File: src/sv/ftrh_ram.sv
// Generic single-port-write, single-port-read RAM with registered read data.
module ftrh_ram #(
    parameter int WIDTH = 8,
    parameter int DEPTH = 16
) (
    input  logic                     i_clk,
    input  logic                     i_we,
    input  logic [$clog2(DEPTH)-1:0] i_waddr,
    input  logic [WIDTH-1:0]         i_wdata,
    input  logic [$clog2(DEPTH)-1:0] i_raddr,
    output logic [WIDTH-1:0]         o_rdata
);

    logic [WIDTH-1:0] r_mem [DEPTH];

    // write port and registered read port
    always_ff @(posedge i_clk) begin
        if (i_we) begin
            r_mem[i_waddr] <= i_wdata;
        end
        o_rdata <= r_mem[i_raddr];
    end

endmodule

File: config.mk
export PLATFORM = sky130hd
export DESIGN_NAME = ftrh_ram
export DESIGN_NICKNAME = d
export VERILOG_FILES = /design/src/sv/ftrh_ram.sv
export SDC_FILE = /design/constraint.sdc
export NUM_CORES = 1
export LEC_CHECK = 0
export ABC_CLOCK_PERIOD_IN_PS = 2100
export BUFFER_PORTS_ARGS = -buffer_cell sky130_fd_sc_hd__buf_2
export CAP_MARGIN = 25
export CORE_MARGIN = 2
export CORE_UTILIZATION = 60
export CTS_CLUSTER_DIAMETER = 50
export DETAILED_ROUTE_END_ITERATION = 12
export PLACE_DENSITY = 0.86
export SYNTH_ARGS = -nofsm -noshare
export SYNTH_HDL_FRONTEND = slang
export SYNTH_SLANG_ARGS = --single-unit
File: constraint.sdc
create_clock -name i_clk -period 2.1 [get_ports i_clk]
set_input_delay 0.42 -clock i_clk [delete_from_list [all_inputs] [get_ports i_clk]]
set_output_delay 0.42 -clock i_clk [all_outputs]
set_load 0.01 [all_outputs]
==> results.cfg <==
[synthesis]
synth-warning-count = 0
netlist_area_um2 = 5150
synth_cells = 229
ys_ff_latch = 136
syn_avg_cell_area_um2 = 22.5
synthesis.nets = 247
synth.distinct_cells = 19
yosysSeqAreaShare_pct = 77.8

[floorplan]
die_y_um = 96.6
core-area_um2 = 8260
die_w_um = 96.6
initial_core_util_pct = 62.3
dieArea_um2 = 9340
io_pins = 26
num_rows = 33

[setup_path]
r2r_cells = 3
worstPathCellList = buf_2, buf_4, mux4_1, a22oi_1, nand2_1
critical_path_class = in -> reg
critPathSlowestCell = mux4_1
start_kind = primary input
critPathBufInv = 2
path_max_fanout = 15
path_depth = 5
max_stage_delay_ps = 640
worstPathRequired_ps = 2490
critPathTopFamily = multiplexers
crit_path_end_kind = flop
worstPathArrival_ps = 1880

[detailed_routing]
vias_per_cell = 6.34
detail-route-antenna-nets = 0
firstDrtPassIters = 5
drc = 0
wl_per_cell_um = 25.4
drt-total-wl_um = 10300
drt_iter0_markers = 322
vias = 2581

[layout]
layout_common_cells = edfxtp_1 (128), buf_2 (25), buf_4 (25)
syn2layout_area_growth_pct = 19.3
utilization_pct = 74.3
n_antenna_cell = 0
final_net_count = 307
drive_gt1_share_pct = 33.4
final_common_cell = edfxtp_1

[global_routing]
grt_pass1_wl_um = 15600
antenna_found_initial = 0
first_global_vias = 2608
grt_overflow_total = 0
grt_use_total_pct = 23.5
grt_max_degree = 33

[pwr]
powerDensity_nw_per_um2 = 1040
leakagePower_nw = 2.13
peakVddDrop_v = 0.000438

[timing]
final_hold_viol_count = 0
slew_viol_final = 0
max_slew_margin_pct = 70.2
clock_skew_ps = 5.97
worst_pin_slew_ps = 447
finalSetupViolCount = 0
post-route-period-util_pct = 70.8
period_needed_ps = 1490
hold_ws_ps = 293
clock.fmax_mhz = 673
rsz0062_at_grt = false
finalSetupTns_ps = 0

[clock_tree]
ctsResizeCount = 0
cts.htree.levels = 4
cts_hold_buf = 0
root_buffer = clkbuf_8
cts_tree = built
clockBufferDepth = 2
clock_sinks = 136
clk_pin_slew_worst_paths_ps = 60
cts_buffers = 17
clock_latency_ps = 510
post_cts_buffers = 0

[min_path]
holdPathStages = 1
hold_path.class = in -> reg

[placement]
port_buffers = 25
place.gp.congestion = 0.776
dp_hpwl_um = 6040

[outcome]
status = completed

[job]
drv_cap = 0
## sequential cells by signal (all words and copies together), names as in the netlist
| signal | count |
|---|---|
| r_mem | 128 |
| o_rdata | 8 |
## per-layer routing
| metal | share of wire [%] | vias up | track usage [%] | routed length (µm) |
|---|---|---|---|---|
| li1 | - | 1097 | - | - |
| met1 | 41 | 1296 | 32.8 | 4260 |
| met2 | 49 | 173 | 36.0 | 5020 |
| met3 | 8.5 | 15 | 6.58 | 881 |
| met4 | 1.6 | 0 | 9.64 | 169 |
| met5 | 0 | - | 0 | 0 |
## area by class of cell
| cell class | instances | area, µm² |
|---|---|---|
| Clock buffer | 17 | 414 |
| Clock inverter | 15 | 200 |
| Fill cell | 436 | 2120 |
| Multi-Input combinational cell | 83 | 1060 |
| Sequential cell | 136 | 4000 |
| Tap cell | 105 | 131 |
| Timing Repair Buffer | 51 | 333 |
## power by group
part	total (mW)	switching [mW]	internal (mW)
clock	3.02	1.09	1.93
combinational	0.292	0.167	0.126
sequential	3.06	0.0222	3.04
total	6.37	1.28	5.09
## path summary, 6_finish.rpt
| path | endpoint | from | slack (ps) |
|---|---|---|---|
| worst max-delay path | o_rdata[3]$_DFF_P_ | i_raddr[0] | 610 |
| worst min-delay path | r_mem[3][6]$_DFFE_PP_ | i_wdata[6] | 290 |
| worst max register to register | o_rdata[3]$_DFF_P_ | r_mem[3][3]$_DFFE_PP_ | 640 |
| worst min register to register | o_rdata[4]$_DFF_P_ | r_mem[14][4]$_DFFE_PP_ | 670 |
## cell families (layout without fill, tap and decap cells)
family	Yosys count	count (layout)	share of synthesized area (%)
buf+inv	10	83	1.68
simple gates	35	35	3.18
flops	136	136	77.8
mux	32	32	15.0
compound gates	16	16	2.33
## synth_stat cells
| cell | n | share of area (%) |
|---|---|---|
| edfxtp_1 | 128 | 75 |
| mux4_2 | 18 | 7.9 |
| a22oi_1 | 16 | 2.3 |
| mux4_1 | 14 | 7.1 |
| nor2_1 | 13 | 0.95 |
| nand2_1 | 9 | 0.66 |
| dfxtp_1 | 8 | 3.1 |
| nor3_1 | 4 | 0.39 |
| buf_2 | 3 | 0.29 |
| buf_6 | 3 | 0.66 |
| clkdlybuf4s25_2 | 3 | 0.58 |
| nand2b_1 | 2 | 0.24 |
| nand3b_1 | 2 | 0.29 |
| and2_1 | 1 | 0.12 |
| and2b_1 | 1 | 0.15 |
| buf_4 | 1 | 0.15 |
| nand3_1 | 1 | 0.097 |
| nor2b_1 | 1 | 0.12 |
| or3b_2 | 1 | 0.17 |
## through the flow
stage / setup WS (ps) / area [µm²] / cells / power, mW
3_5_place_dp: 183 / 5530 / 375 / 3.40
2_1_floorplan: 187 / 5150 / 229 / 3.27
5_1_grt: 583 / 6140 / 407 / 6.54
4_1_cts: 635 / 6140 / 407 / 6.41
3_3_place_gp: 215 / 5530 / 375 / 3.38
6_report: 614 / 6140 / 407 / 6.37
Note: power is estimated with default switching activity, not from simulation.
